## src/rtl/embr_pkg.sv

```systemverilog
package embr_pkg;

   localparam int unsigned TABLE_ENTRIES_DEFAULT = 256;

   localparam logic [31:0] HASH_MULT  = 32'd2654435761;
   localparam logic [31:0] SLOT_EMPTY = 32'd0;
   localparam logic [31:0] SLOT_TOMB  = 32'd1;

   localparam logic [3:0] LOAD_LIMIT_RESET = 4'd7;
   localparam logic [3:0] LOAD_LIMIT_MAX   = 4'd9;

   localparam logic OP_RECORD = 1'b0;
   localparam logic OP_TAKE   = 1'b1;

   typedef enum logic [2:0] {
      ST_RECORDED  = 3'd0,
      ST_REFUSED   = 3'd1,
      ST_TAKEN     = 3'd2,
      ST_NOT_FOUND = 3'd3,
      ST_PARTIAL   = 3'd4
   } status_type;

   typedef struct packed {
      logic        operation;
      logic [31:0] base_address;
      logic [31:0] block_size;
   } req_word_type;

   typedef struct packed {
      status_type  status;
      logic [8:0]  live_count;
   } rsp_word_type;

   typedef struct packed {
      logic       clear;
      logic       capture;
      logic       advance;
      logic       write_rec;
      logic       write_tomb;
      logic       finish;
      status_type status;
   } ctrl_cmd_type;

   typedef struct packed {
      logic early_stop;
      logic operation;
      logic slot_empty;
      logic slot_free;
      logic base_hit;
      logic size_hit;
      logic probe_last;
   } dp_status_type;

endpackage

```

## src/rtl/embr_ctrl.sv

```systemverilog
module embr_ctrl (
   input  logic                   clock,
   input  logic                   reset,
   input  logic                   start,
   output logic                   busy,
   input  embr_pkg::dp_status_type dp_status,
   output embr_pkg::ctrl_cmd_type  cmd
);
   import embr_pkg::*;

   typedef enum logic [3:0] {
      S_CLEAR = 4'b0001,
      S_IDLE  = 4'b0010,
      S_READ  = 4'b0100,
      S_CHECK = 4'b1000
   } state_type;

   state_type state_ff;
   state_type state_in;

   always_ff @(posedge clock) begin
      if (reset) begin
         state_ff <= S_CLEAR;
      end else begin
         state_ff <= state_in;
      end
   end

   assign busy = (state_ff != S_IDLE);

   always_comb begin
      state_in = state_ff;
      cmd      = '0;
      unique case (state_ff)
         S_CLEAR: begin
            cmd.clear = 1'b1;
            if (dp_status.probe_last) begin
               state_in = S_IDLE;
            end
         end
         S_IDLE: begin
            if (start) begin
               cmd.capture = 1'b1;
               state_in    = S_READ;
            end
         end
         S_READ: begin
            // The slot read issued here lands in the read register for the check.
            if (dp_status.early_stop) begin
               cmd.finish = 1'b1;
               cmd.status = (dp_status.operation == OP_RECORD) ? ST_REFUSED : ST_NOT_FOUND;
               state_in   = S_IDLE;
            end else begin
               state_in = S_CHECK;
            end
         end
         S_CHECK: begin
            if (dp_status.operation == OP_RECORD) begin
               if (dp_status.slot_free) begin
                  cmd.write_rec = 1'b1;
                  cmd.finish    = 1'b1;
                  cmd.status    = ST_RECORDED;
                  state_in      = S_IDLE;
               end else if (dp_status.probe_last) begin
                  cmd.finish = 1'b1;
                  cmd.status = ST_REFUSED;
                  state_in   = S_IDLE;
               end else begin
                  cmd.advance = 1'b1;
                  state_in    = S_READ;
               end
            end else begin
               if (dp_status.slot_empty) begin
                  cmd.finish = 1'b1;
                  cmd.status = ST_NOT_FOUND;
                  state_in   = S_IDLE;
               end else if (dp_status.base_hit) begin
                  cmd.finish     = 1'b1;
                  cmd.write_tomb = dp_status.size_hit;
                  cmd.status     = dp_status.size_hit ? ST_TAKEN : ST_PARTIAL;
                  state_in       = S_IDLE;
               end else if (dp_status.probe_last) begin
                  cmd.finish = 1'b1;
                  cmd.status = ST_NOT_FOUND;
                  state_in   = S_IDLE;
               end else begin
                  cmd.advance = 1'b1;
                  state_in    = S_READ;
               end
            end
         end
         default: begin
            state_in = S_CLEAR;
         end
      endcase
   end

endmodule

```

## config.mk

```make
export PLATFORM = sky130hd
export DESIGN_NAME = embr_ctrl
export DESIGN_NICKNAME = d
export VERILOG_FILES = /design/src/rtl/embr_pkg.sv /design/src/rtl/embr_ctrl.sv
export SDC_FILE = /design/constraint.sdc
export NUM_CORES = 1
export LEC_CHECK = 0
export BUFFER_PORTS_ARGS = -buffer_cell sky130_fd_sc_hd__buf_4
export CORE_AREA = 5 5 42 44
export CTS_BUF_LIST = sky130_fd_sc_hd__clkbuf_8
export DETAILED_ROUTE_END_ITERATION = 16
export DIE_AREA = 0 0 47 49
export GPL_TIMING_DRIVEN = 0
export PLACE_DENSITY_LB_ADDON = 0.15
export SETUP_SLACK_MARGIN = 0.15
export SLEW_MARGIN = 20
export SYNTH_ARGS = -nofsm -noshare
export SYNTH_HDL_FRONTEND = slang
export SYNTH_SLANG_ARGS = --single-unit
```

## constraint.sdc

```tcl
create_clock -name clock -period 1.6 [get_ports clock]
set_clock_uncertainty 0.2 [all_clocks]
set_input_delay 0.24 -clock clock [delete_from_list [all_inputs] [get_ports clock]]
set_output_delay 0.24 -clock clock [all_outputs]
set_load 0.005 [all_outputs]
```

# ---- Yosys cells after proc, flatten, opt, wreduce, memory -nomap -nowiden
# Cells that the tools add are included.
dict set report word_totals {
  regBits 4
  inputBits 10
}
dict set report op_classes {
  n_eq_ne 7
  muxes 33
  n_reduce_logical 1
}
# operator count
set ops {}
lappend ops {{4-bit two-way mux} 13}
lappend ops {{4-bit case mux with 4 select lines} 1}
lappend ops {{1-bit two-way mux} 13}
lappend ops {{3-bit two-way mux} 4}
lappend ops {{4-bit case mux with 2 select lines} 1}
lappend ops {{4-bit by 1-bit equality test with 1-bit output, second input constant} 1}
lappend ops {{4-bit by 2-bit equality test with 1-bit output, second input constant} 1}
lappend ops {{4-bit by 3-bit equality test with 1-bit output, second input constant} 1}
lappend ops {{4-bit equality test, second input constant} 1}
lappend ops {{2-bit != test, second input constant} 2}
lappend ops {{4-bit by 2-bit != test with 1-bit output, second input constant} 1}
lappend ops {{2-bit two-way mux} 1}
lappend ops {{2-bit AND reduction} 1}

# ---- Logic depth before layout (Yosys ltp)
# Gate-level depths: netlist (run 1).
dict set report depth {
  ltp_word 5
  mapped_depth 4
  ltp_nobuf 4
}

# ---- Worst setup path before layout (run 1)
# Ideal clock, no wire load.
dict set report synth_timing {
  path_kind {reg2out}
  startpoint {register state_ff[3]}
  endpoint {output port cmd[1] in the netlist's numbering}
  arrival_ps 1080
  setup_slack_ps 80
  path_stages_with_launch 5
  path_buffers 0
  cell_sequence {dfxtp_1 > nor4b_1 > nand2_1 > o21ai_0 > and2_1}
}
# item line
set synth_lines {}
lappend synth_lines {{start, declared} embr_ctrl.sv:18} ;# state_type state_ff;
lappend synth_lines {{start signal, assigned} embr_ctrl.sv:25} ;# state_ff <= state_in;
lappend synth_lines {{end, declared} embr_ctrl.sv:7} ;# output embr_pkg::ctrl_cmd_type cmd

==> results of run 1 <==
-- power by group --
| group | internal [uW] | switching [uW] | leakage [uW] |
|---|---|---|---|
| logic | 61.4 | 37.1 | 0.000218 |
| registers | 105 | 9.75 | 0.0000344 |
| clock network | 160 | 49.1 | 0.0000216 |
-- timing repair --
item	CTS	global route
cloned	0	0
buffers inserted	1	3
endpoints found under the setup margin	12	12
gates resized for setup	12	8
hold buffers	1	0
endpoints found under the hold margin	1	0
pin swaps	7	5
-- metal layers --
| metal | vias up | part of all wire, % | wire length, um | GRT usage [%] |
|---|---|---|---|---|
| met2 | 19 | 45 | 479 | 12.9 |
| met1 | 188 | 41 | 436 | 11.9 |
| li1 | 212 | - | - | - |
| met4 | 0 | 3.3 | 35 | 9.68 |
| met5 | - | 0 | 0 | 0 |
| met3 | 4 | 11 | 114 | 1.48 |
-- layout make-up --
| class | count | area (um2) | area share, % |
|---|---|---|---|
| clock buffers | 3 | 41.3 | 6.27 |
| inverters | 2 | 7.51 | 1.14 |
| multi-input cells | 35 | 297 | 45.1 |
| flip-flops and latches | 4 | 90.1 | 13.7 |
| well taps | 16 | 20.0 | 3.04 |
| repair buffers | 24 | 203 | 30.8 |
-- stage by stage --
step,std cells,hold WS [ns]
floorplan,41,0.117
global placement,76,0.229
detailed placement,76,0.227
CTS,81,0.00726
global route,84,0.0160
finish,84,0.0117
-- logic make-up (layout without fill, tap and decap cells) --
family | Yosys count | in the layout | synth area share [%]
AO/OA/AOI/OAI | 13 | 13 | 30.2
AND/OR/NAND/NOR | 22 | 22 | 42.1
flip-flops | 4 | 4 | 25.4
buffers and inverters | 2 | 29 | 2.38
-- synth_stat cells (2+ instances only) --
library cell  n  area (um2)
dfxtp_1       4        80.1
nor2_1        4        15.0
nor3_1        3        15.0
o21ai_0       3        15.0
and3_1        2        12.5
inv_1         2        7.51
nand2_1       2        7.51
nand3b_1      2        15.0
nor3b_1       2        15.0
nor4b_1       2        17.5
-- worst max-delay path: cells and delay by family (launching register included) --
| kind | cells | cell delay [ns] |
|---|---|---|
| simple gates | 3 | 0.36 |
| compound gates | 1 | 0.14 |
| flops | 1 | 0.36 |
| buf+inv | 2 | 0.22 |
-- worst paths after layout --
check                                  end  slack [ns]
setup / recovery                    cmd[1]       -0.14
hold / removal    state_ff[3]$_SDFFE_PP0P_        0.01
setup reg to reg  state_ff[2]$_SDFFE_PP0P_        0.03
hold reg to reg   state_ff[3]$_SDFFE_PP0P_        0.35
==> run summary, run 1 <==
status = finished with violations
failing checks = setup timing
Die Span Y = 49 um
CP max stage cell = dfxtp_4
most common cell after layout, fill and taps aside = buf_4
cell count after synthesis = 41
startpoint types = flop
htree depth = 1
Final HPWL DP = 802 um
slack of the critical path = -0.139 ns
DRC violations left = 0
via count = 423
first-pass GRT wire length = 1610 um
Slew Limit Fails = 0
Global Route Usage Sum = 9.58%
WS Path Type = flop to output pin
post-route ant nets = 0
synthesized area = 315 um2
critical path's largest stage delay = 0.36 ns
Final period util = 109%
dpl cell area = 484 um2
largest net degree at the start of global routing = 9
worst path cell trace = buf_12 > nor2_4 > nand3_4 > o21ai_1 > and2_1 > buf_4
worst rel slew slack = 77.3%
grt total ovfl = 0
DR iter-0 viols = 1
Area Overhead vs Synth = 109%
Tmin final = 1.74 ns
VDD IR max = 0.619 mV
Slew @ Worst Pin = 0.340 ns
clk slew on worst S/H paths = 0.03 ns
count of unique library cells instantiated by Yosys = 25
share of layout cells above drive strength 1 = 57.4%
min-delay worst type = input pin to flop
final instance area = 658 um2
Fmax = 575 MHz
Hold Path Origin = dp_status[6]
dpl ws = -0.0349 ns
vias in the first global route = 403
port bufs = 19
I/O Pins = 20
hold path cells = 2
final WL = 1070 um
core area = 0.00140 mm2
biggest regs = state_ff x4
fillers = 150
die area = 0.00230 mm2
Die Wd = 47 um
critical path capture point type = output pin
clock sinks = 4
Async S/R FF share, synth = 0%
Mean Syn Cell Area = 7.69 um2
num rows = 14
sequential cell area fraction in the yosys report = 25.4%
synth warn = 0
Worst setup startpoint = state_ff[0]$_SDFFE_PP1P_
TritonRoute pass-1 iters = 2
initial antenna violation count = 0
ant diodes = 0
Placer Congestion = 0.723
most flop-heavy register = state_ff
Synth Flop Type = dfxtp_1
root buffer cell = clkbuf_8
Layout Utilization = 47.0%
vias per cell = 5.04
Pwr Total = 423 uW
starting density of the core = 22.5%
Skew-Pair Late Insertion Delay = 0.22 ns
R2R depth = 5
cts bufs inserted = 3
Synth Register Bits = 4
RSZ-0062 raised after global routing = yes
number of max-cap violations = 0
Required @ worst endpoint = 1.16 ns
most frequent cells in the layout = 20 x buf_4, 3 x nor2_1, 3 x clkbuf_8
max FFs per register = 4
# nets final = 80
WP data arrival = 1.30 ns
r2r startpoint = state_ff[0]$_SDFFE_PP1P_
Setup Viol. Count Final = 7
final setup TNS = -0.674 ns
pwr dens = 642 mW/mm2
Max FO, Critical Path = 6
syn_nets = 51
Max clock buf depth = 2
Leak = 0.000274 uW
EDFF count, synth = 0
Fin. Hold Viols = 0
TritonCTS clock tree = built
WL/cell = 12.7 um
Power figures use the tool's default switching activity.
==> inputs of run 2 (changes only) <==
- CELL_PAD_IN_SITES_DETAIL_PLACEMENT: not set -> 0
- CELL_PAD_IN_SITES_GLOBAL_PLACEMENT: not set -> 1
==> run summary, run 2 (synthesis results as in run 1) <==
status = finished with violations
failing checks = setup timing
htree depth = 1 (unchanged)
WS Path Type = flop to output pin
Max FO, Critical Path = 6 (unchanged)
ant diodes = 0 (unchanged)
biggest regs = state_ff x4
Die Wd = 47 um (unchanged)
worst path cell trace = nor4b_4 > nand2_1 > o21ai_1 > and2_1 > buf_4
DRC violations left = 0 (unchanged)
core area = 0.00140 mm2 (unchanged)
Required @ worst endpoint = 1.16 ns (about the same)
Skew-Pair Late Insertion Delay = 0.22 ns (about the same)
RSZ-0062 raised after global routing = yes
Slew @ Worst Pin = 0.376 ns (+0.0362 ns)
routed wl met2 = 439 um (-8.4%)
WL/cell = 11.4 um (-10%)
Finished Layout Cells = 82 (-2.4%)
I/O Pins = 20 (unchanged)
vias per cell = 4.98 (-1.2%)
placed insts = 76 (unchanged)
die area = 0.00230 mm2 (unchanged)
cts bufs inserted = 3 (unchanged)
CP max stage cell = dfxtp_4
first-pass GRT wire length = 1440 um (-10%)
VDD IR max = 0.402 mV (-35%)
vias in the first global route = 398 (-1.2%)
metal3 WL = 89 um (-22%)
max FFs per register = 4 (unchanged)
initial antenna violation count = 0 (unchanged)
via count = 408 (-3.5%)
Slew Limit Fails = 0 (unchanged)
port bufs = 19 (unchanged)
starting density of the core = 22.5% (unchanged)
CP top delay family = simple AND/OR/NAND/NOR gates
clk slew on worst S/H paths = 0.03 ns (about the same)
Placer Congestion = 0.680 (-6.0%)
post-route ant nets = 0 (unchanged)
TritonCTS clock tree = built
min-delay worst type = input pin to flop
Setup Viol. Count Final = 8 (+1)
Area Overhead vs Synth = 86.9%
Final HPWL DP = 779 um (-2.9%)
Max clock buf depth = 2 (unchanged)
fillers = 158 (+5.3%)
Fmax = 589 MHz (+2.4%)
worst rel slew slack = 74.6% (-2.8 points)
Routed met1 length = 376 um (-14%)
WP data arrival = 1.26 ns (-0.04 ns)
num rows = 14 (unchanged)
critical path capture point type = output pin
startpoint types = flop
number of max-cap violations = 0 (unchanged)
Final period util = 106% (-2.5 points)
Global Route Usage Sum = 8.65% (-0.93 points)
clock sinks = 4 (unchanged)
most common cell after layout, fill and taps aside = buf_4
Die Span Y = 49 um (unchanged)
Fin. Hold Viols = 0 (unchanged)
Tmin final = 1.70 ns (-0.0403 ns)
slack of the critical path = -0.0982 ns (+0.0403 ns)
dpl ws = -0.0247 ns (+0.0102 ns)
grt total ovfl = 0 (unchanged)
final WL = 934 um (-12%)
root buffer cell = clkbuf_8
Leak = 0.000255 uW (-6.9%)
WP buf/inv = 1 (-1)
most flop-heavy register = state_ff
pwr dens = 673 mW/mm2 (+4.8%)
highest routed layer = met4
TritonRoute pass-1 iters = 4 (+2)
most frequent cells in the layout = 21 x buf_4, 3 x nor2_1, 3 x nor3_1, 3 x clkbuf_8
# nets final = 78 (-2.5%)
largest net degree at the start of global routing = 9 (unchanged)
critical path's largest stage delay = 0.36 ns (about the same)
share of layout cells above drive strength 1 = 51.5% (-5.8 points)
DR iter-0 viols = 8 (+7)
run 2: changes by cell type in the layout (fill, tap and decap cells not counted), sizes merged:
cell,delta
buf,-2
run 2: power breakdown:
group / leakage (uW) / internal [uW] / switching (uW)
logic: 0.000199 / 44.3 / 30.5
registers: 0.0000344 / 105 / 8.39
clock network: 0.0000216 / 160 / 48.5
run 2: final timing paths:
kind                                          startpoint                  endpoint  slack [ns]  cells after the start
worst min register to register  state_ff[2]$_SDFFE_PP0P_  state_ff[3]$_SDFFE_PP0P_        0.32                      2
worst max register to register  state_ff[1]$_SDFFE_PP0P_  state_ff[2]$_SDFFE_PP0P_        0.02                      5
worst max-delay path            state_ff[0]$_SDFFE_PP1P_                    cmd[1]        -0.1                      5
worst min-delay path                        dp_status[6]  state_ff[3]$_SDFFE_PP0P_        0.01                      2
run 2: area by class of cell:
| type | count | area, um2 | area share [%] |
|---|---|---|---|
| tap | 16 | 20.0 | 3.40 |
| sequential | 4 | 90.1 | 15.3 |
| clock buffer | 3 | 41.3 | 7.01 |
| multi-input combinational | 35 | 263 | 44.6 |
| timing repair buffer | 22 | 168 | 28.5 |
| inverter | 2 | 7.51 | 1.27 |
run 2: through the flow:
stage | instance area [um2] | hold WS, ns | util, % | power, uW | TNS (ns)
after floorplan | 322 | 0.117 | - | 141 | 0
after global placement | 484 | 0.229 | 34.6 | 179 | -0.0141
after detailed placement | 484 | 0.229 | 34.6 | 178 | -0.0247
after CTS | 582 | 0.00904 | 41.5 | 405 | -0.451
after global routing | 589 | 0.0267 | 42.1 | 415 | -1.17
final | 589 | 0.0128 | 42.1 | 397 | -0.417
run 2: repair_timing:
| item | 4_1_cts | 5_1_grt |
|---|---|---|
| pin swaps | 7 | 2 |
| hold buffers | 1 | 0 |
| buffers inserted | 1 | 1 |
| gates resized for setup | 12 | 0 |
| hold endpoints to repair | 1 | 0 |
| endpoints found under the setup margin | 12 | 12 |
run 2: per-layer routing:
| metal | up-vias | track usage [%] |
|---|---|---|
| met5 | - | 0 |
| met4 | 0 | 8.29 |
| met3 | 3 | 1.85 |
| met2 | 15 | 13.3 |
| met1 | 183 | 8.97 |
| li1 | 207 | - |
